[src/hdl/faps_pkg.sv]
// Package for the four-axis permute/scatter address generator.
// Holds field widths, register indexes, the axis order table, the front-end status type and width helpers.
// No dependencies; every other file in hdl/ but faps_queue uses it.
`timescale 1ns / 1ps

package faps_pkg;

    localparam int NUM_AXES       = 4;
    localparam int ELEM_W         = 64;
    localparam int OFFS_W         = 20;
    localparam int EXT_RAW_W      = 6;
    localparam int MODE_W         = 3;
    localparam int CFG_IDX_W      = 3;
    localparam int MAX_EXTENT_DEF = 32;

    // Configuration register indexes
    typedef enum logic [CFG_IDX_W-1:0] {
        REG_EXTENT_ONE   = 3'd0,
        REG_EXTENT_TWO   = 3'd1,
        REG_EXTENT_THREE = 3'd2,
        REG_EXTENT_FOUR  = 3'd3,
        REG_PERM_MODE    = 3'd4
    } t_reg_idx;

    // Target axis order, slowest axis at position 0
    typedef logic [0:NUM_AXES-1][1:0] t_order;

    // Status of the front end, for checks at the top level
    typedef struct packed {
        logic at_first;   // counters point at the first element
        logic at_last;    // counters point at the final element
    } t_front_stat;

    // Counter width for a given largest extent
    function automatic int cnt_width(input int max_ext);
        return (max_ext > 1) ? $clog2(max_ext) : 1;
    endfunction

    // Width that holds an extent value up to max_ext
    function automatic int ext_width(input int max_ext);
        return (max_ext > 1) ? $clog2(max_ext + 1) : 1;
    endfunction

    // Source axis for each target position, by mode
    function automatic t_order axis_order(input logic [MODE_W-1:0] mode);
        t_order ord;
        case (mode)
            3'd0:    ord = '{2'd0, 2'd1, 2'd3, 2'd2};
            3'd1:    ord = '{2'd0, 2'd1, 2'd3, 2'd2};
            3'd2:    ord = '{2'd1, 2'd0, 2'd2, 2'd3};
            3'd3:    ord = '{2'd1, 2'd0, 2'd3, 2'd2};
            3'd4:    ord = '{2'd2, 2'd3, 2'd0, 2'd1};
            3'd5:    ord = '{2'd2, 2'd3, 2'd1, 2'd0};
            3'd6:    ord = '{2'd3, 2'd2, 2'd0, 2'd1};
            default: ord = '{2'd3, 2'd2, 2'd1, 2'd0};
        endcase
        return ord;
    endfunction

endpackage

[src/hdl/faps_if.sv]
// Channel interfaces: element input, result output and configuration write.
// Depends on faps_pkg for field widths.
`timescale 1ns / 1ps

interface faps_in_if;
    logic                       valid;
    logic                       ready;
    logic [faps_pkg::ELEM_W-1:0] elem_in;

    modport source (output valid, output elem_in, input ready);
    modport sink   (input valid, input elem_in, output ready);
endinterface

interface faps_out_if;
    logic                        valid;
    logic                        ready;
    logic [faps_pkg::ELEM_W-1:0] elem_out;
    logic [faps_pkg::OFFS_W-1:0] dest_offset;
    logic                        is_last;

    modport source (output valid, output elem_out, output dest_offset, output is_last,
                    input ready);
    modport sink   (input valid, input elem_out, input dest_offset, input is_last,
                    output ready);
endinterface

interface faps_cfg_if;
    logic                           valid;
    logic                           ready;
    logic [faps_pkg::CFG_IDX_W-1:0] index;
    logic [faps_pkg::EXT_RAW_W-1:0] data;

    modport source (output valid, output index, output data, input ready);
    modport sink   (input valid, input index, input data, output ready);
endinterface

[src/hdl/faps_front.sv]
// Front end: configuration registers, source index counters and axis permutation.
// Emits one job per accepted item; depends on faps_pkg and faps_if.
`timescale 1ns / 1ps

module faps_front #(
    parameter int MAX_EXTENT = faps_pkg::MAX_EXTENT_DEF
) (
    input  logic                    i_clk,
    input  logic                    i_rst_n,
    faps_cfg_if.sink                i_cfg,
    faps_in_if.sink                 i_in,
    output logic                    o_job_valid,
    input  logic                    i_job_ready,
    output logic [faps_pkg::ELEM_W + 1
                  + faps_pkg::NUM_AXES * faps_pkg::cnt_width(MAX_EXTENT)
                  + (faps_pkg::NUM_AXES - 1) * faps_pkg::ext_width(MAX_EXTENT) - 1:0] o_job,
    output faps_pkg::t_front_stat   o_stat
);

    localparam int CW = faps_pkg::cnt_width(MAX_EXTENT);
    localparam int EW = faps_pkg::ext_width(MAX_EXTENT);
    localparam int NA = faps_pkg::NUM_AXES;
    localparam logic [faps_pkg::EXT_RAW_W:0] MAX_X = (faps_pkg::EXT_RAW_W + 1)'(MAX_EXTENT);

    logic [faps_pkg::EXT_RAW_W-1:0] r_ext_raw [NA];
    logic [faps_pkg::MODE_W-1:0]    r_mode;
    logic [CW-1:0]                  r_cnt     [NA];
    logic [CW-1:0]                  n_cnt     [NA];

    logic [EW-1:0]       eff     [NA];
    logic [NA-1:0]       at_end;
    logic [NA:0]         carry;
    logic                cfg_wr;
    logic                cfg_ext;
    logic                accept;
    faps_pkg::t_order    ord;
    logic [CW-1:0]       y       [NA];
    logic [EW-1:0]       m       [NA];

    assign i_cfg.ready = 1'b1;
    assign cfg_wr      = i_cfg.valid & i_cfg.ready;
    assign cfg_ext     = i_cfg.index inside {faps_pkg::REG_EXTENT_ONE, faps_pkg::REG_EXTENT_TWO,
                                             faps_pkg::REG_EXTENT_THREE,
                                             faps_pkg::REG_EXTENT_FOUR};

    assign o_job_valid = i_in.valid;
    assign i_in.ready  = i_job_ready;
    assign accept      = i_in.valid & i_job_ready;

    // Clamp extents and flag axes at their final index
    always_comb begin
        for (int i = 0; i < NA; i++) begin
            if (r_ext_raw[i] == '0) begin
                eff[i] = EW'(1);
            end else if ({1'b0, r_ext_raw[i]} > MAX_X) begin
                eff[i] = EW'(MAX_EXTENT);
            end else begin
                eff[i] = EW'(r_ext_raw[i]);
            end
            at_end[i] = ((EW + 1)'(r_cnt[i]) + (EW + 1)'(1)) >= (EW + 1)'(eff[i]);
        end
    end

    // Advance the odometer, fourth axis fastest
    always_comb begin
        carry[NA] = 1'b1;
        for (int i = NA - 1; i >= 0; i--) begin
            if (carry[i + 1]) begin
                n_cnt[i] = at_end[i] ? '0 : r_cnt[i] + CW'(1);
            end else begin
                n_cnt[i] = r_cnt[i];
            end
            carry[i] = carry[i + 1] & at_end[i];
        end
    end

    // Reorder indices and extents into target axis order
    always_comb begin
        ord = faps_pkg::axis_order(r_mode);
        for (int p = 0; p < NA; p++) begin
            y[p] = r_cnt[ord[p]];
            m[p] = eff[ord[p]];
        end
    end

    assign o_job = {i_in.elem_in, &at_end, y[0], y[1], y[2], y[3], m[1], m[2], m[3]};

    assign o_stat.at_first = (r_cnt[0] == '0) && (r_cnt[1] == '0)
                           && (r_cnt[2] == '0) && (r_cnt[3] == '0);
    assign o_stat.at_last  = &at_end;

    // Hold configuration; extent writes restart the walk
    always_ff @(posedge i_clk) begin
        if (!i_rst_n) begin
            for (int i = 0; i < NA; i++) begin
                r_ext_raw[i] <= faps_pkg::EXT_RAW_W'(1);
                r_cnt[i]     <= '0;
            end
            r_mode <= '0;
        end else if (cfg_wr) begin
            case (i_cfg.index)
                faps_pkg::REG_EXTENT_ONE:   r_ext_raw[0] <= i_cfg.data;
                faps_pkg::REG_EXTENT_TWO:   r_ext_raw[1] <= i_cfg.data;
                faps_pkg::REG_EXTENT_THREE: r_ext_raw[2] <= i_cfg.data;
                faps_pkg::REG_EXTENT_FOUR:  r_ext_raw[3] <= i_cfg.data;
                faps_pkg::REG_PERM_MODE:    r_mode <= i_cfg.data[faps_pkg::MODE_W-1:0];
                default: ;
            endcase
            if (cfg_ext) begin
                for (int i = 0; i < NA; i++) begin
                    r_cnt[i] <= '0;
                end
            end else if (accept) begin
                r_cnt <= n_cnt;
            end
        end else if (accept) begin
            r_cnt <= n_cnt;
        end
    end

endmodule

[src/hdl/faps_queue.sv]
// Two-entry job queue between the front and back ends.
// Plain flip-flop storage; depends on nothing but the width it is given.
`timescale 1ns / 1ps

module faps_queue #(
    parameter int WIDTH = 8
) (
    input  logic             i_clk,
    input  logic             i_rst_n,
    input  logic             i_push_valid,
    output logic             o_push_ready,
    input  logic [WIDTH-1:0] i_push_data,
    output logic             o_pop_valid,
    input  logic             i_pop_ready,
    output logic [WIDTH-1:0] o_pop_data
);

    localparam int DEPTH = 2;

    logic [WIDTH-1:0]         r_mem [DEPTH];
    logic                     r_wptr;
    logic                     r_rptr;
    logic [$clog2(DEPTH+1)-1:0] r_count;
    logic                     push;
    logic                     pop;

    assign o_push_ready = (r_count != 2'(DEPTH));
    assign o_pop_valid  = (r_count != '0);
    assign o_pop_data   = r_mem[r_rptr];
    assign push         = i_push_valid & o_push_ready;
    assign pop          = o_pop_valid & i_pop_ready;

    // Store pushed jobs
    always_ff @(posedge i_clk) begin
        if (push) begin
            r_mem[r_wptr] <= i_push_data;
        end
    end

    // Advance pointers and fill count
    always_ff @(posedge i_clk) begin
        if (!i_rst_n) begin
            r_wptr  <= 1'b0;
            r_rptr  <= 1'b0;
            r_count <= '0;
        end else begin
            if (push) begin
                r_wptr <= ~r_wptr;
            end
            if (pop) begin
                r_rptr <= ~r_rptr;
            end
            case ({push, pop})
                2'b10:   r_count <= r_count + 2'd1;
                2'b01:   r_count <= r_count - 2'd1;
                default: r_count <= r_count;
            endcase
        end
    end

endmodule

[src/hdl/faps_back.sv]
// Back end: three multiply-add stages that fold the target offset, then the result.
// Depends on faps_pkg and faps_if.
`timescale 1ns / 1ps

module faps_back #(
    parameter int MAX_EXTENT = faps_pkg::MAX_EXTENT_DEF
) (
    input  logic            i_clk,
    input  logic            i_rst_n,
    input  logic            i_job_valid,
    output logic            o_job_ready,
    input  logic [faps_pkg::ELEM_W + 1
                  + faps_pkg::NUM_AXES * faps_pkg::cnt_width(MAX_EXTENT)
                  + (faps_pkg::NUM_AXES - 1) * faps_pkg::ext_width(MAX_EXTENT) - 1:0] i_job,
    faps_out_if.source      o_out
);

    localparam int CW = faps_pkg::cnt_width(MAX_EXTENT);
    localparam int EW = faps_pkg::ext_width(MAX_EXTENT);
    localparam int OW = faps_pkg::OFFS_W;
    localparam int LW = faps_pkg::ELEM_W;

    logic [LW-1:0] j_elem;
    logic          j_last;
    logic [CW-1:0] j_y0, j_y1, j_y2, j_y3;
    logic [EW-1:0] j_m1, j_m2, j_m3;
    logic          adv;

    logic          r_v1, r_v2, r_v3;
    logic [LW-1:0] r_elem1, r_elem2, r_elem3;
    logic          r_last1, r_last2, r_last3;
    logic [OW-1:0] r_acc1, r_acc2, r_acc3;
    logic [CW-1:0] r_y2_1, r_y3_1, r_y3_2;
    logic [EW-1:0] r_m2_1, r_m3_1, r_m3_2;

    assign {j_elem, j_last, j_y0, j_y1, j_y2, j_y3, j_m1, j_m2, j_m3} = i_job;

    // Move the whole pipe unless the result is held
    assign adv         = ~r_v3 | o_out.ready;
    assign o_job_ready = adv;

    // Valid bits
    always_ff @(posedge i_clk) begin
        if (!i_rst_n) begin
            r_v1 <= 1'b0;
            r_v2 <= 1'b0;
            r_v3 <= 1'b0;
        end else if (adv) begin
            r_v1 <= i_job_valid;
            r_v2 <= r_v1;
            r_v3 <= r_v2;
        end
    end

    // Fold the first two axes in stage one, then one axis per stage, offset kept modulo 2^OFFS_W
    always_ff @(posedge i_clk) begin
        if (adv) begin
            r_acc1  <= OW'(j_y0) * OW'(j_m1) + OW'(j_y1);
            r_elem1 <= j_elem;
            r_last1 <= j_last;
            r_y2_1  <= j_y2;
            r_y3_1  <= j_y3;
            r_m2_1  <= j_m2;
            r_m3_1  <= j_m3;

            r_acc2  <= OW'(r_acc1 * OW'(r_m2_1)) + OW'(r_y2_1);
            r_elem2 <= r_elem1;
            r_last2 <= r_last1;
            r_y3_2  <= r_y3_1;
            r_m3_2  <= r_m3_1;

            r_acc3  <= OW'(r_acc2 * OW'(r_m3_2)) + OW'(r_y3_2);
            r_elem3 <= r_elem2;
            r_last3 <= r_last2;
        end
    end

    assign o_out.valid       = r_v3;
    assign o_out.elem_out    = r_elem3;
    assign o_out.dest_offset = r_acc3;
    assign o_out.is_last     = r_last3;

endmodule

[src/hdl/four_axis_permute_scatter_core.sv]
// Top level of the four-axis permute/scatter address generator.
// Depends on faps_pkg, faps_if, faps_front, faps_queue and faps_back.
//
//   port    dir   handshake      payload
//   i_cfg   in    valid/ready    index (3), data (6)
//   i_in    in    valid/ready    elem_in (64)
//   o_out   out   valid/ready    elem_out (64), dest_offset (20), is_last (1)
//
// One item per cycle sustained while results are taken; the front end updates its counters on every accepted item.
// From input accept to the earliest result accept, a job passes through the
// two-entry queue and then the three multiply-add stages in the back end, the last being the
// output register.
// Reset is synchronous, active low; it sets extents to 1, mode to 0, counters to zero.
// A held result stalls the back end; the queue then fills and input ready drops.
// Configuration writes are always taken; an extent write restarts the walk.
`timescale 1ns / 1ps

module four_axis_permute_scatter_core #(
    parameter int MAX_EXTENT = faps_pkg::MAX_EXTENT_DEF
) (
    input  logic      i_clk,
    input  logic      i_rst_n,
    faps_cfg_if.sink  i_cfg,
    faps_in_if.sink   i_in,
    faps_out_if.source o_out
);

    localparam int JOB_W = faps_pkg::ELEM_W + 1
                         + faps_pkg::NUM_AXES * faps_pkg::cnt_width(MAX_EXTENT)
                         + (faps_pkg::NUM_AXES - 1) * faps_pkg::ext_width(MAX_EXTENT);

    logic                  fj_valid;
    logic                  fj_ready;
    logic [JOB_W-1:0]      fj_data;
    logic                  bj_valid;
    logic                  bj_ready;
    logic [JOB_W-1:0]      bj_data;
    faps_pkg::t_front_stat front_stat;

    // Accept items and build jobs
    faps_front #(
        .MAX_EXTENT (MAX_EXTENT)
    ) u_front (
        .i_clk       (i_clk),
        .i_rst_n     (i_rst_n),
        .i_cfg       (i_cfg),
        .i_in        (i_in),
        .o_job_valid (fj_valid),
        .i_job_ready (fj_ready),
        .o_job       (fj_data),
        .o_stat      (front_stat)
    );

    // Decouple front and back
    faps_queue #(
        .WIDTH (JOB_W)
    ) u_queue (
        .i_clk        (i_clk),
        .i_rst_n      (i_rst_n),
        .i_push_valid (fj_valid),
        .o_push_ready (fj_ready),
        .i_push_data  (fj_data),
        .o_pop_valid  (bj_valid),
        .i_pop_ready  (bj_ready),
        .o_pop_data   (bj_data)
    );

    // Compute offsets and deliver results
    faps_back #(
        .MAX_EXTENT (MAX_EXTENT)
    ) u_back (
        .i_clk       (i_clk),
        .i_rst_n     (i_rst_n),
        .i_job_valid (bj_valid),
        .o_job_ready (bj_ready),
        .i_job       (bj_data),
        .o_out       (o_out)
    );

`ifndef NO_ASSERTIONS
    // An extent write restarts at the first element
    a_ext_write_restarts: assert property (@(posedge i_clk) disable iff (!i_rst_n)
        (i_cfg.valid && i_cfg.ready
         && (i_cfg.index == faps_pkg::REG_EXTENT_ONE
             || i_cfg.index == faps_pkg::REG_EXTENT_TWO
             || i_cfg.index == faps_pkg::REG_EXTENT_THREE
             || i_cfg.index == faps_pkg::REG_EXTENT_FOUR))
        |=> front_stat.at_first)
        else $error("counters not cleared after extent write");

    // Counters wrap after the final element
    a_last_wraps: assert property (@(posedge i_clk) disable iff (!i_rst_n)
        (i_in.valid && i_in.ready && front_stat.at_last) |=> front_stat.at_first)
        else $error("counters did not wrap after final element");

    // A job waiting in the queue is taken whenever no result is held at the output
    a_queue_drains: assert property (@(posedge i_clk) disable iff (!i_rst_n)
        (bj_valid && !o_out.valid) |-> bj_ready)
        else $error("back end refused a job while empty at output");
`endif

endmodule
[src/flat_wrapper.sv]
// flat-port wrapper written by rule: the top's interface ports become plain ports
module four_axis_permute_scatter_core_flat 
#(
    parameter int MAX_EXTENT = faps_pkg::MAX_EXTENT_DEF
)
  (i_clk, i_rst_n, i_cfg_valid, i_cfg_index, i_cfg_data, i_cfg_ready, i_in_valid, i_in_elem_in, i_in_ready, o_out_valid, o_out_elem_out, o_out_dest_offset, o_out_is_last, o_out_ready);
  faps_cfg_if i_cfg_i ();
  faps_in_if i_in_i ();
  faps_out_if o_out_i ();
  input  logic i_clk;
  input  logic i_rst_n;
  input wire logic [$bits(i_cfg_i.valid)-1:0] i_cfg_valid;
  input wire logic [$bits(i_cfg_i.index)-1:0] i_cfg_index;
  input wire logic [$bits(i_cfg_i.data)-1:0] i_cfg_data;
  output wire logic [$bits(i_cfg_i.ready)-1:0] i_cfg_ready;
  input wire logic [$bits(i_in_i.valid)-1:0] i_in_valid;
  input wire logic [$bits(i_in_i.elem_in)-1:0] i_in_elem_in;
  output wire logic [$bits(i_in_i.ready)-1:0] i_in_ready;
  output wire logic [$bits(o_out_i.valid)-1:0] o_out_valid;
  output wire logic [$bits(o_out_i.elem_out)-1:0] o_out_elem_out;
  output wire logic [$bits(o_out_i.dest_offset)-1:0] o_out_dest_offset;
  output wire logic [$bits(o_out_i.is_last)-1:0] o_out_is_last;
  input wire logic [$bits(o_out_i.ready)-1:0] o_out_ready;
  assign i_cfg_i.valid = i_cfg_valid;
  assign i_cfg_i.index = i_cfg_index;
  assign i_cfg_i.data = i_cfg_data;
  assign i_cfg_ready = i_cfg_i.ready;
  assign i_in_i.valid = i_in_valid;
  assign i_in_i.elem_in = i_in_elem_in;
  assign i_in_ready = i_in_i.ready;
  assign o_out_valid = o_out_i.valid;
  assign o_out_elem_out = o_out_i.elem_out;
  assign o_out_dest_offset = o_out_i.dest_offset;
  assign o_out_is_last = o_out_i.is_last;
  assign o_out_i.ready = o_out_ready;
  four_axis_permute_scatter_core #(.MAX_EXTENT(MAX_EXTENT)) u_core (.i_clk(i_clk), .i_rst_n(i_rst_n), .i_cfg(i_cfg_i), .i_in(i_in_i), .o_out(o_out_i));
endmodule
[config.mk]
export PLATFORM = sky130hd
export DESIGN_NAME = four_axis_permute_scatter_core_flat
export DESIGN_NICKNAME = d
export VERILOG_FILES = /design/src/hdl/faps_pkg.sv /design/src/hdl/faps_if.sv /design/src/hdl/faps_front.sv /design/src/hdl/faps_queue.sv /design/src/hdl/faps_back.sv /design/src/hdl/four_axis_permute_scatter_core.sv /design/src/flat_wrapper.sv
export SDC_FILE = /design/constraint.sdc
export NUM_CORES = 1
export LEC_CHECK = 0
export BUFFER_PORTS_ARGS = -buffer_cell sky130_fd_sc_hd__buf_2
export CAP_MARGIN = 20
export CORE_ASPECT_RATIO = 1.4
export CORE_MARGIN = 3
export CORE_UTILIZATION = 50
export CTS_CLUSTER_SIZE = 30
export DETAILED_ROUTE_END_ITERATION = 16
export GPL_TIMING_DRIVEN = 0
export PLACE_DENSITY_LB_ADDON = 0.3
export SYNTH_ARGS = -nofsm -noshare
export SYNTH_HDL_FRONTEND = slang
export SYNTH_SLANG_ARGS = --single-unit
[constraint.sdc]
create_clock -name i_clk -period 11.11 [get_ports i_clk]
set_input_delay 1.111 -clock i_clk [delete_from_list [all_inputs] [get_ports i_clk]]
set_output_delay 1.111 -clock i_clk [all_outputs]
set_load 0.01 [all_outputs]
== Word level (Yosys, flattened, before mapping) ==
Memories as Yosys holds them, arrays and structs flattened. A register that Yosys moved wholly into a read port is not among the register bits.
Index checks and enable logic that the tools add are counted.
Operators by class
  multiplexer cells: 66
  multiply operators: 3
  divide/modulo/power cells: 0
  eq/ne operators: 13
  add/sub/neg operators: 13
  magnitude comparators: 12
  reductions and logical operators: 12
  bitwise gates (word level): 16
  shifts and indexed selects: 0
Operators with widths (number)
  $mux 6: 18
  $mux 5: 15
  $mux 20: 3
  $pmux 8 s6: 1
  $add 20x5->20: 2
  $bmux 5 s2: 4
  $mul 20x6->20: 2
  $bmux 6 s2: 3
  $add 5x1->6 const B: 4
  $ge 6x6->1: 4
  $gt 6x6->1 const B: 4
  $logic_not 6->1: 4
  $mux 1: 21
  $add 5x1->5 const B: 4
  $add 11x5->12: 1
  $eq 3x2->1 const B: 4
  $eq 3x3->1 const B: 4
  $ge 3x3->1 const B: 4
  $not 2->3: 4
  $mul 5x6->11: 1
  $eq 3x1->1 const B: 2
  $logic_not 3->1: 2
  $or 1x1->1: 5
  $and 1x1->1: 4
  12 further kinds: 15
Word-level totals
  bits in registers: 318
  memories kept: 2
  bits in read-only memories: 0
  output and inout bits: 88
  latch bits: 0
  input bits: 78
  memory bits (writable): 230
  logic and storage cells: 163
Memories
  u_core.u_queue.r_mem: depth 2, width 103, read ports 1, clocked after Yosys merged registers in 1, write ports 1, line faps_queue.sv:20  | logic [WIDTH-1:0] r_mem [DEPTH];
  u_core.u_front.r_ext_raw: depth 4, width 6, read ports 4, clocked after Yosys merged registers in 0, write ports 4, line faps_front.sv:25  | logic [faps_pkg::EXT_RAW_W-1:0] r_ext_raw [NA];

== Logic depth before layout (Yosys ltp) ==
An unclocked memory read counts as a cell.
  word-level depth: 11
  gate-level depth with buffers: 18
  depth with buffers taken out: 17

== Modules after synthesis ==
Synthesis repeated with hierarchy kept, for this count alone.
Unflattened totals
  cell total of the unflattened synthesis: 1927
  area total of the unflattened synthesis: 27547.7 um2
Modules (own cells, without submodules)
  faps_back: times used 1, area an instance 15188.3 um2, cells an instance 1031, seq. area each 8468.1 um2
  faps_queue: times used 1, area an instance 7653.6 um2, cells an instance 344, seq. area each 6286.0 um2
  faps_front: times used 1, area an instance 4705.8 um2, cells an instance 552, seq. area each 1181.1 um2

== Least setup slack after synthesis ==
No wires, ideal clock.
  path kind: input to register
  start point: in o_out_ready
  end point: reg u_core.u_queue.r_count[1]
  data required time: 11.034 ns
  stages on the path: 7
  arrival: 8.782 ns
  library setup time: 0.076 ns
  buffers on the path: 0
  slack: 2.253 ns
  cells stage by stage: nor2b_1 > inv_1 > o21ai_0 > inv_1 > ha_1 > or3_1 > a21boi_0
Between the ends
  cells in the longest elaborated chain, start to end: 4
  elaborated cells on any way between the ends: 6
  classes of those cells: eq/ne: 2; mux: 1; bitwise: 2; reduce/logical: 1
RTL lines
  start, declared: line flat_wrapper.sv:23  | input wire logic [$bits(o_out_i.ready)-1:0] o_out_ready;
  $or 1x1->1 (*): line faps_back.sv:39  | assign adv = ~r_v3 | o_out.ready;
  $and 1x1->1 (*): line faps_queue.sv:31  | assign pop = o_pop_valid & i_pop_ready;
  named net u_core.u_queue.pop: line faps_queue.sv:25  | logic pop;
  $eq 2x1->1 or $eq 2x2->1 (tied branches): line faps_queue.sv:53  | case ({push, pop})
  $pmux 2 s2 or $reduce_bool 2->1 (tied branches)
  end signal, assigned: line faps_queue.sv:54  | 2'b10: r_count <= r_count + 2'd1;
  end signal, assigned: line faps_queue.sv:55  | 2'b01: r_count <= r_count - 2'd1;
  end signal, assigned: line faps_queue.sv:56  | default: r_count <= r_count;
  end, declared: line faps_queue.sv:23  | logic [$clog2(DEPTH+1)-1:0] r_count;
Mark *: on every way through the listed nets, which the timed path passes. The rest lies on a longest branch.
A chain may end at the register's enable or synchronous reset.

== Worst setup path in the final report ==
  start point: reg u_core.u_back.r_m3_2[0]
  end point: reg u_core.u_back.r_acc3[18] (netlist: u_core.u_back.o_out.dest_offset[18]) (data pin)
Between the ends
  cells in the longest elaborated chain, start to end: 2
RTL lines
  start, declared: line faps_back.sv:34  | logic [EW-1:0] r_m2_1, r_m3_1, r_m3_2;
  start signal, assigned: line faps_back.sv:70  | r_m3_2 <= r_m3_1;
  $mul 20x6->20: line faps_back.sv:72  | r_acc3 <= OW'(r_acc2 * OW'(r_m3_2)) + OW'(r_y3_2);
  $add 20x5->20: line faps_back.sv:72
  end signal, assigned: line faps_back.sv:72
  end, declared: line faps_back.sv:32  | logic [OW-1:0] r_acc1, r_acc2, r_acc3;
No other way between the ends.

==> impl_metrics.toml <==
[logic_synthesis]
syn_nets = 2159
synth_top_area_cell = "edfxtp_1"
yosysSeqAreaShare_pct = 59.6
syn_area_sq_mm = 0.0268
synthFlopType = "edfxtp_1"
synth.avg_cell_area_sq_um = 14.7
syn_inst = 1818
synth.distinct_cells = 58
netlist_top_cells_area = "edfxtp_1, fa_1, ha_1"
synth_seq_cells = 541
synth_edf_count = 510
synth_top_area_share_pct = 57.2
ys_warn_count = 0
async_reset_ff_share_pct = 0

[drt]
ant_nets = 0
wl_um = 50400
drtPass1Iterations = 7
vias_per_cell = 5.25
drt_iter0_markers = 563
routedWlPerCell_um = 18.1
drc = 0
vias = 14700

[global_route]
track_usage_pct = 18.1
grt_max_degree = 146
antenna_found_initial = 3
grt_pass1_wl_um = 81000
grt_pass1_vias = 15700
grt-ovfl-total = 0

[clock_tree]
cts_resized = 0
clock_path_buffers = 3
clock_latency_ns = 0.61
cts_sinks = 541
clkTransAtPathRegs_ns = 0.06
cts_setup_buffers = 0
htree_num_levels = 2
cts_tree = "yes"
hold_buffers = 0
cts_buffers = 50
clock-root-buffer = "clkbuf_16"

[sta]
post-route-period-util_pct = 46.6
hold_viol = 0
worstMarginPinSlew_ns = 0.989
slew_violations = 0
fin_skew_ns = 0.0577
final-setup-viol-count = 0
slew_headroom_pct = 34.1
fmax_mhz = 193
rsz0062_at_grt = "false"
period_needed_ns = 5.18

[finish]
layout.cells.non_filler = 2791
area_growth_pct = 13.3
final_area_sq_mm = 0.0303
final_common_cell = "edfxtp_1"
nets = 2380
multi_input_area_sq_mm = 0.0102
fillers = 4206
ff_latch_area_sq_mm = 0.0159
final_layout_size_suffix_gt1_share_pct = 18.2
mostFrequentLayoutCells = "edfxtp_1, and2_1, buf_2"

[placement]
gp_routability_congestion = 0.927
port_buffers = 163
place_inst = 2694
dp_hpwl_um = 37200
placed_area_sq_mm = 0.0286

[critical_path]
cp-start-kind = "flop"
cp-end-kind = "flop"
critPathMaxFanout = 10
cp.required_ns = 11.59
crit_type = "reg -> reg"
crit_arrival_ns = 5.65

[floorplanning]
dieArea_sq_mm = 0.0564
core_area_sq_mm = 0.0525
die_height_um = 280
std_cell_rows = 99
num_io_pins = 166
die_w_um = 201
start_util_pct = 50.9

[min_path]
hp-class = "reg -> reg"

[status]
outcome = "finished, final reports clean"

[run]
drv_cap = 0
state kept, by name, summed over array words and instances (netlist names), 2 cells and up, named ones only:
| name | cells |
|---|---|
| u_core.u_back.r_m3_2 | 6 |
| u_core.u_front.r_mode | 3 |
| u_core.u_back.r_m3_1 | 6 |
| u_core.u_front.r_cnt | 20 |
| u_core.u_back.r_acc1 | 12 |
| u_core.u_back.r_elem1 | 64 |
| u_core.u_back.r_m2_1 | 6 |
| u_core.u_back.o_out.elem_out | 64 |
| u_core.u_back.o_out.dest_offset | 20 |
| u_core.u_front.r_ext_raw | 24 |
| u_core.u_back.r_y3_2 | 5 |
| u_core.u_back.r_y2_1 | 5 |
| u_core.u_queue.r_mem | 206 |
| u_core.u_queue.r_count | 2 |
| u_core.u_back.r_y3_1 | 5 |
| u_core.u_back.r_acc2 | 20 |
| u_core.u_back.r_elem2 | 64 |
logic make-up (layout without fill, tap and decap cells):
kind of cell               Yosys count  count (layout)  share of synthesized area (%)
AOI/OAI and AO/OA                  205             205                           4.90
xor gates and xnor gates            65              65                           2.13
adders and majority gates          263             263                           15.8
buffers and inverters              172             435                           2.45
DFF                                541             541                           59.6
muxes                              141             141                           6.47
other                                1               4                         0.0140
and+or+nand+nor                    430             430                           8.73
worst max-delay path, stage by stage (launching register included):
cell and delay (ns):
edfxtp_1 0.38, clkbuf_1 0.35, clkbuf_1 0.46, and2_1 0.23
fa_1 0.43, fa_1 0.49, inv_1 0.05, fa_1 0.52
inv_1 0.04, ha_1 0.29, ha_1 0.41, a21o_1 0.20
a21o_1 0.18, a221oi_2 0.39, o21ai_1 0.19, nor4b_1 0.29
a211o_1 0.15
per-layer routing:
layer	vias up	share of wire, %	GRT usage (%)	wire length [um]
met5	-	0	0	0
met4	0	4.3	7.98	2170
met3	112	3.7	2.55	1880
met2	318	54	34.4	27400
met1	7265	38	20.1	18900
li1	6961	-	-	-
final timing paths:
path / startpoint / end / slack (ns) / cells past startpoint
worst max register to register: u_core.u_back.r_m3_2[0]$_DFFE_PN_ / u_core.u_back.o_out.dest_offset[18]$_DFFE_PN_ / 5.93 / 16
worst min register to register: u_core.u_back.r_elem2[31]$_DFFE_PN_ / u_core.u_back.o_out.elem_out[31]$_DFFE_PN_ / 0.41 / 0
worst max-delay path: u_core.u_back.r_m3_2[0]$_DFFE_PN_ / u_core.u_back.o_out.dest_offset[18]$_DFFE_PN_ / 5.93 / 16
worst min-delay path: u_core.u_back.r_elem2[31]$_DFFE_PN_ / u_core.u_back.o_out.elem_out[31]$_DFFE_PN_ / 0.41 / 0
Yosys cell counts (9+ instances only):
master and count:
a211oi_1 26, a21o_1 22, a21oi_1 71, and2_1 191
clkbuf_1 51, dfxtp_1 31, edfxtp_1 510, fa_1 123
ha_1 140, inv_1 115, mux2_2 95, mux2i_1 30
mux4_2 16, nand2_1 82, nand2b_1 16, nand3_1 17
nor2_1 61, nor2b_1 22, o21a_1 9, o21ai_0 37
xnor2_1 48, xor2_1 17
layout make-up:
| class | count | share of cell area (%) |
|---|---|---|
| sequential | 541 | 52.6 |
| multi-input combinational | 1105 | 33.6 |
| clock buffer | 65 | 4.41 |
| timing repair buffer | 169 | 3.16 |
| tap | 707 | 2.92 |
| inverter | 115 | 1.45 |
| clock inverter | 29 | 1.14 |
| buffer | 57 | 0.739 |
| antenna | 3 | 0.0248 |
through the flow:
step | util [%] | hold WS (ns) | worst slack (ns) | setup TNS (ns)
after floorplan | - | 0.400 | 2.25 | 0
after global placement | 54.2 | 0.401 | -1.12 | -4.48
after detailed placement | 54.5 | 0.405 | 5.81 | 0
after CTS | 57.7 | 0.416 | 5.86 | 0
after global routing | 57.7 | 0.417 | 5.58 | 0
final | 57.7 | 0.415 | 5.93 | 0
Power is not shown: default switching activity piles up to over one toggle a cycle in this logic, so the estimate is an artifact.
